--- src/hdl/shuffled_lehmer_random_generator_macros.svh ---
// ----------------------------------------------------------------------------
// Assertion macros for the shuffled Lehmer random generator
// Shared forms for the concurrent checks in the generator's modules.
// ----------------------------------------------------------------------------
`ifndef SHUFFLED_LEHMER_RANDOM_GENERATOR_MACROS_SVH
`define SHUFFLED_LEHMER_RANDOM_GENERATOR_MACROS_SVH

// The consequent must hold in the same cycle as the antecedent.
`define SLRG_ASSERT_SAME(label, clk, rst, ante, cons, msg) \
  label: assert property (@(posedge clk) disable iff (rst) (ante) |-> (cons)) \
    else $error(msg);

// The consequent must hold in the cycle after the antecedent.
`define SLRG_ASSERT_NEXT(label, clk, rst, ante, cons, msg) \
  label: assert property (@(posedge clk) disable iff (rst) (ante) |=> (cons)) \
    else $error(msg);

`endif

--- src/hdl/slrg_pkg.sv ---
// ----------------------------------------------------------------------------
// Shuffled Lehmer generator package
// Constants, widths and the sequencer state type shared by the generator.
// ----------------------------------------------------------------------------
package slrg_pkg;

  localparam int STREAM_W = 2;
  localparam int VALUE_W  = 31;

  localparam int TABLE_DEPTH_DEFAULT  = 32;
  localparam int STREAM_COUNT_DEFAULT = 4;

  // Minimal standard multiplier and the Mersenne prime modulus.
  localparam int MULT_W = 15;
  localparam logic [MULT_W-1:0]  LEH_MULT = 15'd16807;
  localparam logic [VALUE_W-1:0] LEH_MOD  = 31'h7FFF_FFFF;

  // Warm-up steps run before the table starts to fill.
  localparam int WARMUP_EXTRA = 8;

  typedef enum logic [2:0] {
    S_IDLE,
    S_LOAD,
    S_WARM_ISSUE,
    S_WARM_WAIT,
    S_DRAW_ISSUE,
    S_DRAW_WAIT,
    S_TABLE_READ
  } state_t;

endpackage

--- src/hdl/slrg_if.sv ---
// ----------------------------------------------------------------------------
// Shuffled Lehmer generator channels
// Request and result channels with a valid/ready handshake.
// ----------------------------------------------------------------------------
interface slrg_req_if;
  logic                          valid;
  logic                          ready;
  logic [slrg_pkg::STREAM_W-1:0] stream;
  logic                          reseed;
  logic [slrg_pkg::VALUE_W-1:0]  seed_value;

  modport source (output valid, stream, reseed, seed_value, input ready);
  modport sink   (input valid, stream, reseed, seed_value, output ready);
endinterface

interface slrg_rsp_if;
  logic                         valid;
  logic                         ready;
  logic [slrg_pkg::VALUE_W-1:0] random_value;

  modport source (output valid, random_value, input ready);
  modport sink   (input valid, random_value, output ready);
endinterface

--- src/hdl/slrg_lehmer.sv ---
// ----------------------------------------------------------------------------
// Lehmer step unit
// Two-stage pipeline computing state * 16807 mod (2^31 - 1).
// ----------------------------------------------------------------------------
module slrg_lehmer (
  input  logic                         clk,
  input  logic                         rst,
  input  logic                         in_valid,
  input  logic [slrg_pkg::VALUE_W-1:0] in_state,
  output logic                         out_valid,
  output logic [slrg_pkg::VALUE_W-1:0] out_state
);

  localparam int PROD_W = slrg_pkg::VALUE_W + slrg_pkg::MULT_W;
  localparam int VW     = slrg_pkg::VALUE_W;

  logic              prod_valid;
  logic [PROD_W-1:0] prod;
  logic [PROD_W-1:0] prod_next;
  logic [VW:0]       fold;
  logic [VW-1:0]     result_next;

  assign prod_next = PROD_W'(in_state) * PROD_W'(slrg_pkg::LEH_MULT);

  // Since 2^31 is 1 modulo the prime, the high part folds onto the low part.
  // The sum stays below twice the modulus, so one subtraction is enough.
  always_comb begin
    fold = {1'b0, prod[VW-1:0]} + (VW+1)'(prod[PROD_W-1:VW]);
    if (fold >= {1'b0, slrg_pkg::LEH_MOD}) begin
      result_next = VW'(fold - {1'b0, slrg_pkg::LEH_MOD});
    end else begin
      result_next = fold[VW-1:0];
    end
  end

  always_ff @(posedge clk) begin
    if (rst) begin
      prod_valid <= 1'b0;
      out_valid  <= 1'b0;
    end else begin
      prod_valid <= in_valid;
      out_valid  <= prod_valid;
    end
  end

  always_ff @(posedge clk) begin
    prod      <= prod_next;
    out_state <= result_next;
  end

endmodule

--- src/hdl/slrg_slot.sv ---
// ----------------------------------------------------------------------------
// Shuffle slot selector
// Two-stage divide of the last output by the slot width, by reciprocal.
// ----------------------------------------------------------------------------
module slrg_slot #(
  parameter int TABLE_DEPTH = slrg_pkg::TABLE_DEPTH_DEFAULT
) (
  input  logic                           clk,
  input  logic                           rst,
  input  logic                           in_valid,
  input  logic [slrg_pkg::VALUE_W-1:0]   last_value,
  output logic                           out_valid,
  output logic [$clog2(TABLE_DEPTH)-1:0] slot
);

  localparam int VW = slrg_pkg::VALUE_W;
  localparam int TW = $clog2(TABLE_DEPTH);
  localparam longint unsigned SLOT_DIV =
    64'd1 + (64'(slrg_pkg::LEH_MOD) - 64'd1) / TABLE_DEPTH;
  localparam longint unsigned RECIP = (64'd1 << VW) / SLOT_DIV;
  localparam int RW = $clog2(RECIP + 1);
  localparam int QW = RW + 1;
  localparam int PW = VW + RW;
  localparam int BW = VW + QW;

  logic          q_valid;
  logic [RW-1:0] q_est;
  logic [VW-1:0] last_r;
  logic [PW-1:0] prod;
  logic [BW-1:0] bound;
  logic [QW-1:0] q_fix;
  logic [TW-1:0] slot_next;

  // The estimate is low by at most one, so one compare fixes it.
  assign prod  = PW'(last_value) * PW'(RECIP);
  assign bound = BW'(QW'(q_est) + QW'(1)) * BW'(SLOT_DIV);

  always_comb begin
    if (BW'(last_r) >= bound) begin
      q_fix = QW'(q_est) + QW'(1);
    end else begin
      q_fix = QW'(q_est);
    end
    if (q_fix >= QW'(TABLE_DEPTH)) begin
      slot_next = TW'(TABLE_DEPTH - 1);
    end else begin
      slot_next = q_fix[TW-1:0];
    end
  end

  always_ff @(posedge clk) begin
    if (rst) begin
      q_valid   <= 1'b0;
      out_valid <= 1'b0;
    end else begin
      q_valid   <= in_valid;
      out_valid <= q_valid;
    end
  end

  always_ff @(posedge clk) begin
    q_est  <= prod[PW-1:VW];
    last_r <= last_value;
    slot   <= slot_next;
  end

endmodule

--- src/hdl/slrg_shuffle_mem.sv ---
// ----------------------------------------------------------------------------
// Shuffle table memory
// One write port and one registered read port.
// ----------------------------------------------------------------------------
module slrg_shuffle_mem #(
  parameter int TABLE_DEPTH = slrg_pkg::TABLE_DEPTH_DEFAULT
) (
  input  logic                           clk,
  input  logic                           wr_en,
  input  logic [$clog2(TABLE_DEPTH)-1:0] wr_addr,
  input  logic [slrg_pkg::VALUE_W-1:0]   wr_data,
  input  logic                           rd_en,
  input  logic [$clog2(TABLE_DEPTH)-1:0] rd_addr,
  output logic [slrg_pkg::VALUE_W-1:0]   rd_data
);

  logic [slrg_pkg::VALUE_W-1:0] mem [TABLE_DEPTH];

  always_ff @(posedge clk) begin
    if (wr_en) begin
      mem[wr_addr] <= wr_data;
    end
  end

  // Read data holds between reads.
  always_ff @(posedge clk) begin
    if (rd_en) begin
      rd_data <= mem[rd_addr];
    end
  end

endmodule

--- src/hdl/shuffled_lehmer_random_generator.sv ---
// ----------------------------------------------------------------------------
// Shuffled Lehmer random generator
// Park-Miller streams sharing one Bays-Durham shuffle table.
// ----------------------------------------------------------------------------
// Each request names a stream and returns one shuffled random integer in
// 1..2^31-2. A plain draw passes through the two-stage modular multiplier
// and then the registered read of the shuffle table. A request with reseed
// set, and the very first request after reset, first runs TABLE_DEPTH + 8
// dependent warm-up steps through the same multiplier. The first request
// after reset always seeds, whatever its reseed bit says; a stream that is
// drawn without ever having been seeded returns unspecified values.
// Requests are taken one at a time, but a new request is accepted while the
// previous result still waits in the output register.
// ----------------------------------------------------------------------------
`include "shuffled_lehmer_random_generator_macros.svh"

module shuffled_lehmer_random_generator #(
  parameter int TABLE_DEPTH  = slrg_pkg::TABLE_DEPTH_DEFAULT,
  parameter int STREAM_COUNT = slrg_pkg::STREAM_COUNT_DEFAULT
) (
  input  logic       clk,
  input  logic       rst,
  slrg_req_if.sink   req,
  slrg_rsp_if.source rsp
);

  localparam int VW  = slrg_pkg::VALUE_W;
  localparam int TW  = $clog2(TABLE_DEPTH);
  localparam int SIW = (STREAM_COUNT > 1) ? $clog2(STREAM_COUNT) : 1;
  localparam int NW  = $clog2(TABLE_DEPTH + slrg_pkg::WARMUP_EXTRA);
  localparam int MW  = slrg_pkg::STREAM_W + 3;

  slrg_pkg::state_t state;
  slrg_pkg::state_t state_next;

  // Sequencer working registers.
  logic [SIW-1:0] idx;
  logic [VW-1:0]  cur;
  logic [NW-1:0]  step;
  logic [TW-1:0]  slot_reg;
  logic [VW-1:0]  last_output;
  logic           table_ready;
  logic           out_valid;
  logic [VW-1:0]  out_value;

  // Stream state memory.
  logic [VW-1:0]  st_mem [STREAM_COUNT];
  logic [VW-1:0]  st_rdata;
  logic           st_re;
  logic           st_we;
  logic [SIW-1:0] req_idx;

  // Lehmer unit, slot selector and table connections.
  logic           lm_in_valid;
  logic [VW-1:0]  lm_in;
  logic           lm_valid;
  logic [VW-1:0]  lm_out;
  logic           sl_in_valid;
  logic           sl_valid;
  logic [TW-1:0]  sl_slot;
  logic           tb_we;
  logic [TW-1:0]  tb_waddr;
  logic [VW-1:0]  tb_wdata;
  logic           tb_re;
  logic [VW-1:0]  tb_rdata;

  logic           accept;
  logic           seeding;
  logic           out_free;
  logic           step_last;
  logic           step_in_table;
  logic [VW-1:0]  seed_fixed;
  logic [MW-1:0]  stream_mod;

  assign accept        = req.valid && req.ready;
  assign seeding       = req.reseed || !table_ready;
  assign out_free      = !out_valid || rsp.ready;
  assign step_last     = (step == '0);
  assign step_in_table = (step < NW'(TABLE_DEPTH));

  // A seed of zero, or one equal to the modulus, would lock the generator.
  assign seed_fixed = ((req.seed_value == '0) || (req.seed_value == slrg_pkg::LEH_MOD))
                      ? VW'(1) : req.seed_value;

  // Stream number reduced modulo the stream count by repeated subtraction.
  always_comb begin
    stream_mod = MW'(req.stream);
    for (int i = 0; i < 4; i++) begin
      if (stream_mod >= MW'(STREAM_COUNT)) begin
        stream_mod = stream_mod - MW'(STREAM_COUNT);
      end
    end
    req_idx = stream_mod[SIW-1:0];
  end

  slrg_lehmer u_lehmer (
    .clk       (clk),
    .rst       (rst),
    .in_valid  (lm_in_valid),
    .in_state  (lm_in),
    .out_valid (lm_valid),
    .out_state (lm_out)
  );

  slrg_slot #(
    .TABLE_DEPTH (TABLE_DEPTH)
  ) u_slot (
    .clk        (clk),
    .rst        (rst),
    .in_valid   (sl_in_valid),
    .last_value (last_output),
    .out_valid  (sl_valid),
    .slot       (sl_slot)
  );

  slrg_shuffle_mem #(
    .TABLE_DEPTH (TABLE_DEPTH)
  ) u_table (
    .clk     (clk),
    .wr_en   (tb_we),
    .wr_addr (tb_waddr),
    .wr_data (tb_wdata),
    .rd_en   (tb_re),
    .rd_addr (sl_slot),
    .rd_data (tb_rdata)
  );

  // The stream memory is read when a plain request is accepted and written
  // back once the draw has advanced the state.
  always_ff @(posedge clk) begin
    if (st_we) begin
      st_mem[idx] <= lm_out;
    end
  end

  always_ff @(posedge clk) begin
    if (st_re) begin
      st_rdata <= st_mem[req_idx];
    end
  end

  always_ff @(posedge clk) begin
    if (rst) begin
      state <= slrg_pkg::S_IDLE;
    end else begin
      state <= state_next;
    end
  end

  always_comb begin
    state_next  = state;
    req.ready   = 1'b0;
    st_re       = 1'b0;
    st_we       = 1'b0;
    lm_in_valid = 1'b0;
    lm_in       = cur;
    sl_in_valid = 1'b0;
    tb_we       = 1'b0;
    tb_waddr    = slot_reg;
    tb_wdata    = cur;
    tb_re       = 1'b0;
    case (state)
      slrg_pkg::S_IDLE: begin
        req.ready = 1'b1;
        if (req.valid) begin
          st_re = !seeding;
          state_next = seeding ? slrg_pkg::S_WARM_ISSUE : slrg_pkg::S_LOAD;
        end
      end
      slrg_pkg::S_LOAD: begin
        state_next = slrg_pkg::S_DRAW_ISSUE;
      end
      slrg_pkg::S_WARM_ISSUE: begin
        lm_in_valid = 1'b1;
        state_next  = slrg_pkg::S_WARM_WAIT;
      end
      slrg_pkg::S_WARM_WAIT: begin
        // Each finished step feeds straight back into the multiplier; the
        // last TABLE_DEPTH steps fill the table downward to entry zero.
        if (lm_valid) begin
          tb_we    = step_in_table;
          tb_waddr = step[TW-1:0];
          tb_wdata = lm_out;
          if (step_last) begin
            state_next = slrg_pkg::S_DRAW_ISSUE;
          end else begin
            lm_in_valid = 1'b1;
            lm_in       = lm_out;
          end
        end
      end
      slrg_pkg::S_DRAW_ISSUE: begin
        lm_in_valid = 1'b1;
        sl_in_valid = 1'b1;
        state_next  = slrg_pkg::S_DRAW_WAIT;
      end
      slrg_pkg::S_DRAW_WAIT: begin
        if (lm_valid) begin
          st_we      = 1'b1;
          tb_re      = 1'b1;
          state_next = slrg_pkg::S_TABLE_READ;
        end
      end
      slrg_pkg::S_TABLE_READ: begin
        // The chosen entry goes out and is replaced by the new stream state.
        if (out_free) begin
          tb_we      = 1'b1;
          state_next = slrg_pkg::S_IDLE;
        end
      end
      default: begin
        state_next = slrg_pkg::S_IDLE;
      end
    endcase
  end

  always_ff @(posedge clk) begin
    if (rst) begin
      table_ready <= 1'b0;
      last_output <= '0;
      out_valid   <= 1'b0;
    end else begin
      if (state == slrg_pkg::S_WARM_WAIT && lm_valid && step_last) begin
        table_ready <= 1'b1;
        last_output <= lm_out;
      end
      // A new result replaces the one being taken in the same cycle.
      if (state == slrg_pkg::S_TABLE_READ && out_free) begin
        last_output <= tb_rdata;
        out_valid   <= 1'b1;
      end else if (rsp.ready) begin
        out_valid <= 1'b0;
      end
    end
  end

  always_ff @(posedge clk) begin
    if (accept) begin
      idx  <= req_idx;
      cur  <= seed_fixed;
      step <= NW'(TABLE_DEPTH + slrg_pkg::WARMUP_EXTRA - 1);
    end
    if (state == slrg_pkg::S_LOAD) begin
      cur <= st_rdata;
    end
    if (state == slrg_pkg::S_WARM_WAIT && lm_valid) begin
      cur  <= lm_out;
      step <= step - NW'(1);
    end
    if (state == slrg_pkg::S_DRAW_WAIT && lm_valid) begin
      cur      <= lm_out;
      slot_reg <= sl_slot;
    end
    if (state == slrg_pkg::S_TABLE_READ && out_free) begin
      out_value <= tb_rdata;
    end
  end

  assign rsp.valid        = out_valid;
  assign rsp.random_value = out_value;

  // The slot selector runs only beside a draw step of the multiplier.
  `SLRG_ASSERT_SAME(a_slot_with_step, clk, rst, sl_valid, lm_valid, "slot without step")
  // No result is produced before the table has been filled.
  `SLRG_ASSERT_SAME(a_out_after_fill, clk, rst, rsp.valid, table_ready, "result before fill")
  // An accepted request always starts the sequencer.
  `SLRG_ASSERT_NEXT(a_accept_busy, clk, rst, accept, state != slrg_pkg::S_IDLE,
                    "request accepted without work")

endmodule

--- src/flat_wrapper.sv ---
// flat-port wrapper written by rule: the top's interface ports become plain ports
module shuffled_lehmer_random_generator_flat 
#(
  parameter int TABLE_DEPTH  = slrg_pkg::TABLE_DEPTH_DEFAULT,
  parameter int STREAM_COUNT = slrg_pkg::STREAM_COUNT_DEFAULT
)
  (clk, rst, req_valid, req_stream, req_reseed, req_seed_value, req_ready, rsp_valid, rsp_random_value, rsp_ready);
  slrg_req_if req_i ();
  slrg_rsp_if rsp_i ();
  input  logic clk;
  input  logic rst;
  input wire logic [$bits(req_i.valid)-1:0] req_valid;
  input wire logic [$bits(req_i.stream)-1:0] req_stream;
  input wire logic [$bits(req_i.reseed)-1:0] req_reseed;
  input wire logic [$bits(req_i.seed_value)-1:0] req_seed_value;
  output wire logic [$bits(req_i.ready)-1:0] req_ready;
  output wire logic [$bits(rsp_i.valid)-1:0] rsp_valid;
  output wire logic [$bits(rsp_i.random_value)-1:0] rsp_random_value;
  input wire logic [$bits(rsp_i.ready)-1:0] rsp_ready;
  assign req_i.valid = req_valid;
  assign req_i.stream = req_stream;
  assign req_i.reseed = req_reseed;
  assign req_i.seed_value = req_seed_value;
  assign req_ready = req_i.ready;
  assign rsp_valid = rsp_i.valid;
  assign rsp_random_value = rsp_i.random_value;
  assign rsp_i.ready = rsp_ready;
  shuffled_lehmer_random_generator #(.TABLE_DEPTH(TABLE_DEPTH), .STREAM_COUNT(STREAM_COUNT)) u_core (.clk(clk), .rst(rst), .req(req_i), .rsp(rsp_i));
endmodule
--- config.mk ---
export PLATFORM = sky130hd
export DESIGN_NAME = shuffled_lehmer_random_generator_flat
export DESIGN_NICKNAME = d
export VERILOG_FILES = /design/src/hdl/slrg_pkg.sv /design/src/hdl/slrg_if.sv /design/src/hdl/slrg_lehmer.sv /design/src/hdl/slrg_slot.sv /design/src/hdl/slrg_shuffle_mem.sv /design/src/hdl/shuffled_lehmer_random_generator.sv /design/src/flat_wrapper.sv
export VERILOG_INCLUDE_DIRS = /design/src /design/src/hdl
export SDC_FILE = /design/constraint.sdc
export NUM_CORES = 2
export LEC_CHECK = 0
export BUFFER_PORTS_ARGS = -buffer_cell sky130_fd_sc_hd__buf_2
export CAP_MARGIN = 20
export CORE_ASPECT_RATIO = 0.8
export CORE_MARGIN = 4
export CORE_UTILIZATION = 45
export DETAILED_ROUTE_END_ITERATION = 10
export GPL_TIMING_DRIVEN = 0
export PLACE_DENSITY = 0.62
export SYNTH_ARGS = -nofsm -noshare
export SYNTH_HDL_FRONTEND = slang
export SYNTH_HIERARCHICAL = 1
export SYNTH_SLANG_ARGS = --single-unit
--- constraint.sdc ---
create_clock -name clk -period 19.5 [get_ports clk]
set_input_delay 2.925 -clock clk [delete_from_list [all_inputs] [get_ports clk]]
set_output_delay 2.925 -clock clk [all_outputs]
set_load 0.1 [all_outputs]
=== Yosys cells after proc, flatten, opt, wreduce, memory -nomap -nowiden ===
Memory sizes are Yosys's and may differ from the RTL's. A register that Yosys moved wholly into a read port is not among the register bits.
Index checks and enable logic that the tools add are counted.
W data, S select, Z words.

* Register bits: 231
* Bits in latches: 0
* Memory bits (writable): 1,116
* Memory bits (read-only): 0
* Bits of input ports: 38
* Output and inout port bits: 33
* Logic and storage cells: 102
* Memories: 2

{| class="wikitable"
|+ Memory list
! name !! depth !! bits a word !! rd ports !! clocked after Yosys merged registers in !! write ports !! RTL line !! source
|-
| u_core.u_table.mem || 32 || 31 || 1 || 1 || 1 || slrg_shuffle_mem.sv:17 || <nowiki>logic [slrg_pkg::VALUE_W-1:0] mem [TABLE_DEPTH];</nowiki>
|-
| u_core.st_mem || 4 || 31 || 1 || 1 || 1 || shuffled_lehmer_random_generator.sv:47 || <nowiki>logic [VW-1:0] st_mem [STREAM_COUNT];</nowiki>
|}

* Add/subtract/negate cells: 5
* Multipliers: 1
* Divide/modulo/power cells: 0
* $lt $le $gt $ge: 4
* Equal/unequal tests: 12
* Shift operators: 0
* Mux-type cells: 42
* Bitwise operators: 0
* Reduce and logical (&&, ||, !) cells: 20

{| class="wikitable"
|+ Operators with widths
! cell !! number
|-
| $mux W31 || 13
|-
| $mul A31 B15 Y46 const B || 1
|-
| $add A31 B15 Y32 || 1
|-
| $ge A31 B32 Y1 || 1
|-
| $ge A32 B31 Y1 const B || 1
|-
| $eq A31 B31 Y1 const B || 1
|-
| $logic_not A31 Y1 || 1
|-
| $sub A31 B31 Y31 const B || 1
|-
| $pmux W3 S7 || 1
|-
| $mux W6 || 3
|-
| $mux W1 || 15
|-
| $mux W3 || 5
|-
| $add A5 B1 Y6 const B || 2
|-
| $mux W5 || 2
|-
| $eq A3 B3 Y1 const B || 3
|-
| $ge A7 B6 Y1 const B || 1
|-
| $eq A3 B2 Y1 const B || 2
|-
| $logic_not A6 Y1 || 1
|-
| $lt A6 B6 Y1 const B || 1
|-
| $ne A2 B2 Y1 const B || 3
|-
| $reduce_bool A2 Y1 || 3
|-
| $sub A6 B1 Y6 const B || 1
|-
| $logic_and A1 B1 Y1 || 5
|-
| $reduce_and A5 Y1 || 1
|-
| other kinds (9) || 15
|}

=== Logic depth before layout (Yosys ltp) ===
* Depth after elaboration: 7
* Depth in mapped cells: 30

=== Cells and area by module ===
The synthesis kept the hierarchy.

{| class="wikitable"
|+ Modules (own cells, without submodules)
! module !! times used !! cells an instance !! area each (µm²) !! seq. area each (µm²)
|-
| slrg_shuffle_mem || 1 || 2,192 || 39,474.1 || 30,719.5
|-
| slrg_lehmer || 1 || 1,217 || 11,136.9 || 1,581.5
|-
| shuffled_lehmer_random_generator || 1 || 766 || 11,014.3 || 7,627.3
|-
| slrg_slot || 1 || 39 || 460.4 || 240.2
|}

=== Worst setup path before layout ===
OpenSTA, ideal clock, no wires.

* Kind: register -> register
* Start: register u_core.step[0]
* End: register u_core.u_lehmer.prod[39]
* Setup time: 126 ps
* Data arrival time: 7,068 ps
* Slack: 12,307 ps
* Stages on the path, launching flop included: 31
* Clock period less this slack: 7,193 ps
* Path through: edfxtp_1 -> inv_1 -> ha_1 -> or3b_4 -> nor3_2 -> nor2_2 -> buf_4 -> mux2_2 -> inv_1 -> fa_1 -> inv_1 -> ha_1 -> inv_1 -> fa_1 -> inv_1 -> ha_1 -> fa_1 -> inv_1 -> fa_1 -> inv_1 -> ha_1 -> a211oi_1 -> o221ai_1 -> a31oi_1 -> a211oi_1 -> o21ai_0 -> o21ai_0 -> o41ai_1 -> nor2_1 -> a21oi_1 -> xnor2_1

* Cells in the longest elaborated chain, start to end: 5

{| class="wikitable"
|+ Ends and longest elaborated chain
! what !! RTL line !! source
|-
| start, declared || shuffled_lehmer_random_generator.sv:39 || <nowiki>logic [NW-1:0] step;</nowiki>
|-
| start signal, assigned || shuffled_lehmer_random_generator.sv:241 || <nowiki>step <= NW'(TABLE_DEPTH + slrg_pkg::WARMUP_EXTRA - 1);</nowiki>
|-
| start signal, assigned || shuffled_lehmer_random_generator.sv:248 || <nowiki>step <= step - NW'(1);</nowiki>
|-
| $logic_not A6 Y1 || shuffled_lehmer_random_generator.sv:78 || <nowiki>assign step_last = (step == '0);</nowiki>
|-
| $mux W31 || shuffled_lehmer_random_generator.sv:184 || <nowiki>if (step_last) begin</nowiki>
|-
| $mux W31 || shuffled_lehmer_random_generator.sv:180 || <nowiki>if (lm_valid) begin</nowiki>
|-
| $mux W31 || shuffled_lehmer_random_generator.sv:162 || <nowiki>case (state)</nowiki>
|-
| named net u_core.lm_in[8] || shuffled_lehmer_random_generator.sv:55 || <nowiki>logic [VW-1:0] lm_in;</nowiki>
|-
| $mul A31 B15 Y46 || slrg_lehmer.sv:23 || <nowiki>assign prod_next = PROD_W'(in_state) * PROD_W'(slrg_pkg::LEH_MULT);</nowiki>
|-
| named net u_core.u_lehmer.prod_next[39] || slrg_lehmer.sv:19 || <nowiki>logic [PROD_W-1:0] prod_next;</nowiki>
|-
| end signal, assigned || slrg_lehmer.sv:47 || <nowiki>prod <= prod_next;</nowiki>
|-
| end, declared || slrg_lehmer.sv:18 || <nowiki>logic [PROD_W-1:0] prod;</nowiki>
|}

The timed path passes the listed nets, and every way through them passes these cells.
A chain may end at the register's enable or synchronous reset.

=== Worst setup path in the final report ===
* Start: register u_core.state[2]
* End: register u_core.u_lehmer.prod[43]

* Cells in the longest elaborated chain, start to end: 3

{| class="wikitable"
|+ Ends and longest elaborated chain
! what !! RTL line !! source
|-
| start, declared || shuffled_lehmer_random_generator.sv:33 || <nowiki>slrg_pkg::state_t state;</nowiki>
|-
| start signal, assigned || shuffled_lehmer_random_generator.sv:144 || <nowiki>state <= slrg_pkg::S_IDLE;</nowiki>
|-
| start signal, assigned || shuffled_lehmer_random_generator.sv:146 || <nowiki>state <= state_next;</nowiki>
|-
| $eq A3 B2 Y1 || shuffled_lehmer_random_generator.sv:162 ||
|-
| $mux W31 || shuffled_lehmer_random_generator.sv:162 ||
|-
| named net u_core.lm_in[8] || shuffled_lehmer_random_generator.sv:55 ||
|-
| $mul A31 B15 Y46 || slrg_lehmer.sv:23 ||
|-
| named net u_core.u_lehmer.prod_next[43] || slrg_lehmer.sv:19 ||
|}

The timed path passes the listed nets, and every way through them passes these cells.

==> qor.txt <==
Drt drc = 0
Top delay family on crit path = compound AO/OA/AOI/OAI gates
Crit start category = flip-flop
First-pass GRT wire length = 227 mm
Reg2reg setup slack = 10.08 ns
Hold Fails Final Rpt = 0
Clock Skew = 0.0275 ns
Buffers on Ports = 70
Slowest CP cell = o41ai_1
Post-Synthesis Cell Area = 60,900 um2
Syn avg cell area = 15.0 um2
Worst path bufs/invs = 9
Drt first pass iters = 6
# resized after CTS = 0
Hold depth = 0
Core area = 134,000 um2
Rel. slew slack = 24.9%
Most frequent cells in the layout = edfxtp_1, mux2i_1, inv_1
Layout cells sized above 1 = 12.6%
Fin Setup TNS = 0 ns
Max-cap viol count = 0
RSZ-0062 raised after global routing = no
Final Max Slew Viols = 0
Net count after synthesis = 4,448
Vias = 35,200
Worst r2r dst = u_core/u_lehmer/prod[43]
Die outline width = 419 um
Postcts setup bufs = 0
Most common cell on crit path = inv_1
Final setup vio count = 0
Max clock buf depth = 3
Clock root buffer master = clkbuf_16
WL final = 155 mm
Number of CTS-inserted buffers = 132
Final-stage net count = 4,729
Clock Sinks = 1,352
Period utilisation layout = 48.3%
Post-detail-place hpwl = 111 mm
GRT Overall Usage = 22.0%
Die height = 337 um
Top flop regs = u_core/u_table/mem: 992 flops, u_core/st_mem: 124 flops, u_core/u_lehmer/prod: 46 flops
Met2 usage = 29.9%
Placed cell area = 64,900 um2
CTS tree = built
Final Cell Area = 69,600 um2
Critical Path End Type = flip-flop
Hold endpoint = u_core/u_slot/last_r[29]
WL/cell = 24.9 um
RR Startpoint = u_core/state[2]
WS Path Type = flip-flop to flip-flop
FMAX = 0.106 GHz
Crit path max fanout = 10
HP Class = flip-flop to flip-flop
HP Start = u_core/last_output[29]
Synth Warn # = 6
Max reg flops = 992
Die area = 141,000 um2
CTS Hold Bufs = 0
Required @ worst endpoint = 20.09 ns
Vias per Instance = 5.65
Vias in the first global route = 33,700
Largest net degree at the start of global routing = 33
Top reg by flops = u_core/u_table/mem
Grt met1 use = 35.5%
Worst reg-to-reg path cell count = 29
DR iter-0 viols = 3,914
Worst slew pin tran = 1.12 ns
Clk pin slew, worst setup/hold paths = 0.07 ns
Synthesized instance count = 4,069
Final ANT Viol Nets = 0
Grt peak-use layer = met1
Critical Path AT = 10.01 ns
Area added between synthesis and finish = 14.2%
GRT overflow = 0
# IOs = 71
Max stage delay on crit path = 0.87 ns
FP Rows = 120
Post-layout util = 51.9%
Final Critical Period = 9.42 ns
Status = completed
CTS H-tree depth = 4
Gp weighted congestion = 0.935
Initial Utilization = 45.4%
Clk_lat worst skew = 0.74 ns
Met3 Track Usage GR = 4.49%
Most common library cell in the layout ignoring fill and taps = edfxtp_1
Antenna violations before repair = 5
## final cells by class
cell class	count	area (um2)
Timing Repair Buffer	147	2080
Clock inverter	72	458
Fill cell	11100	64600
Inverter	327	1230
Clock buffer	170	3650
Sequential cell	1352	39600
Buffer	176	906
Multi-Input combinational cell	2214	19500
Tap cell	1769	2210
Antenna cell	5	12.5
## per-stage QoR
| stage | hold slack (ns) | std cells | worst slack [ns] |
|---|---|---|---|
| 6_report | 0.353 | 6232 | 10.08 |
| 3_5_place_dp | 0.336 | 5964 | 10.42 |
| 2_1_floorplan | 0.331 | 4069 | 12.31 |
| 4_1_cts | 0.352 | 6206 | 10.36 |
| 3_3_place_gp | 0.339 | 5908 | 7.33 |
| 5_1_grt | 0.356 | 6227 | 9.72 |
## worst max-delay path by stage
stage,slack [ns],cells past startpoint,to,from
5_1_grt,9.72,29,u_core/u_lehmer/prod[43],u_core/state[2]
4_1_cts,10.36,29,u_core/u_lehmer/prod[43],u_core/state[2]
2_1_floorplan,12.31,30,u_core/u_lehmer/prod[39],u_core/step[0]
3_5_place_dp,10.42,29,u_core/u_lehmer/prod[43],u_core/state[2]
3_3_place_gp,7.33,4,u_core/st_mem[0][5],u_core/state[2]
6_report,10.08,29,u_core/u_lehmer/prod[43],u_core/state[2]
## per-layer routing
layer / up-vias / part of all wire (%)
li1: 15800 / -
met1: 17900 / 49
met2: 1348 / 40
met3: 185 / 8.7
met4: 0 / 2.0
met5: - / 0
Power is not shown: default switching activity piles up to over one toggle a cycle in this logic, so the estimate is an artifact.
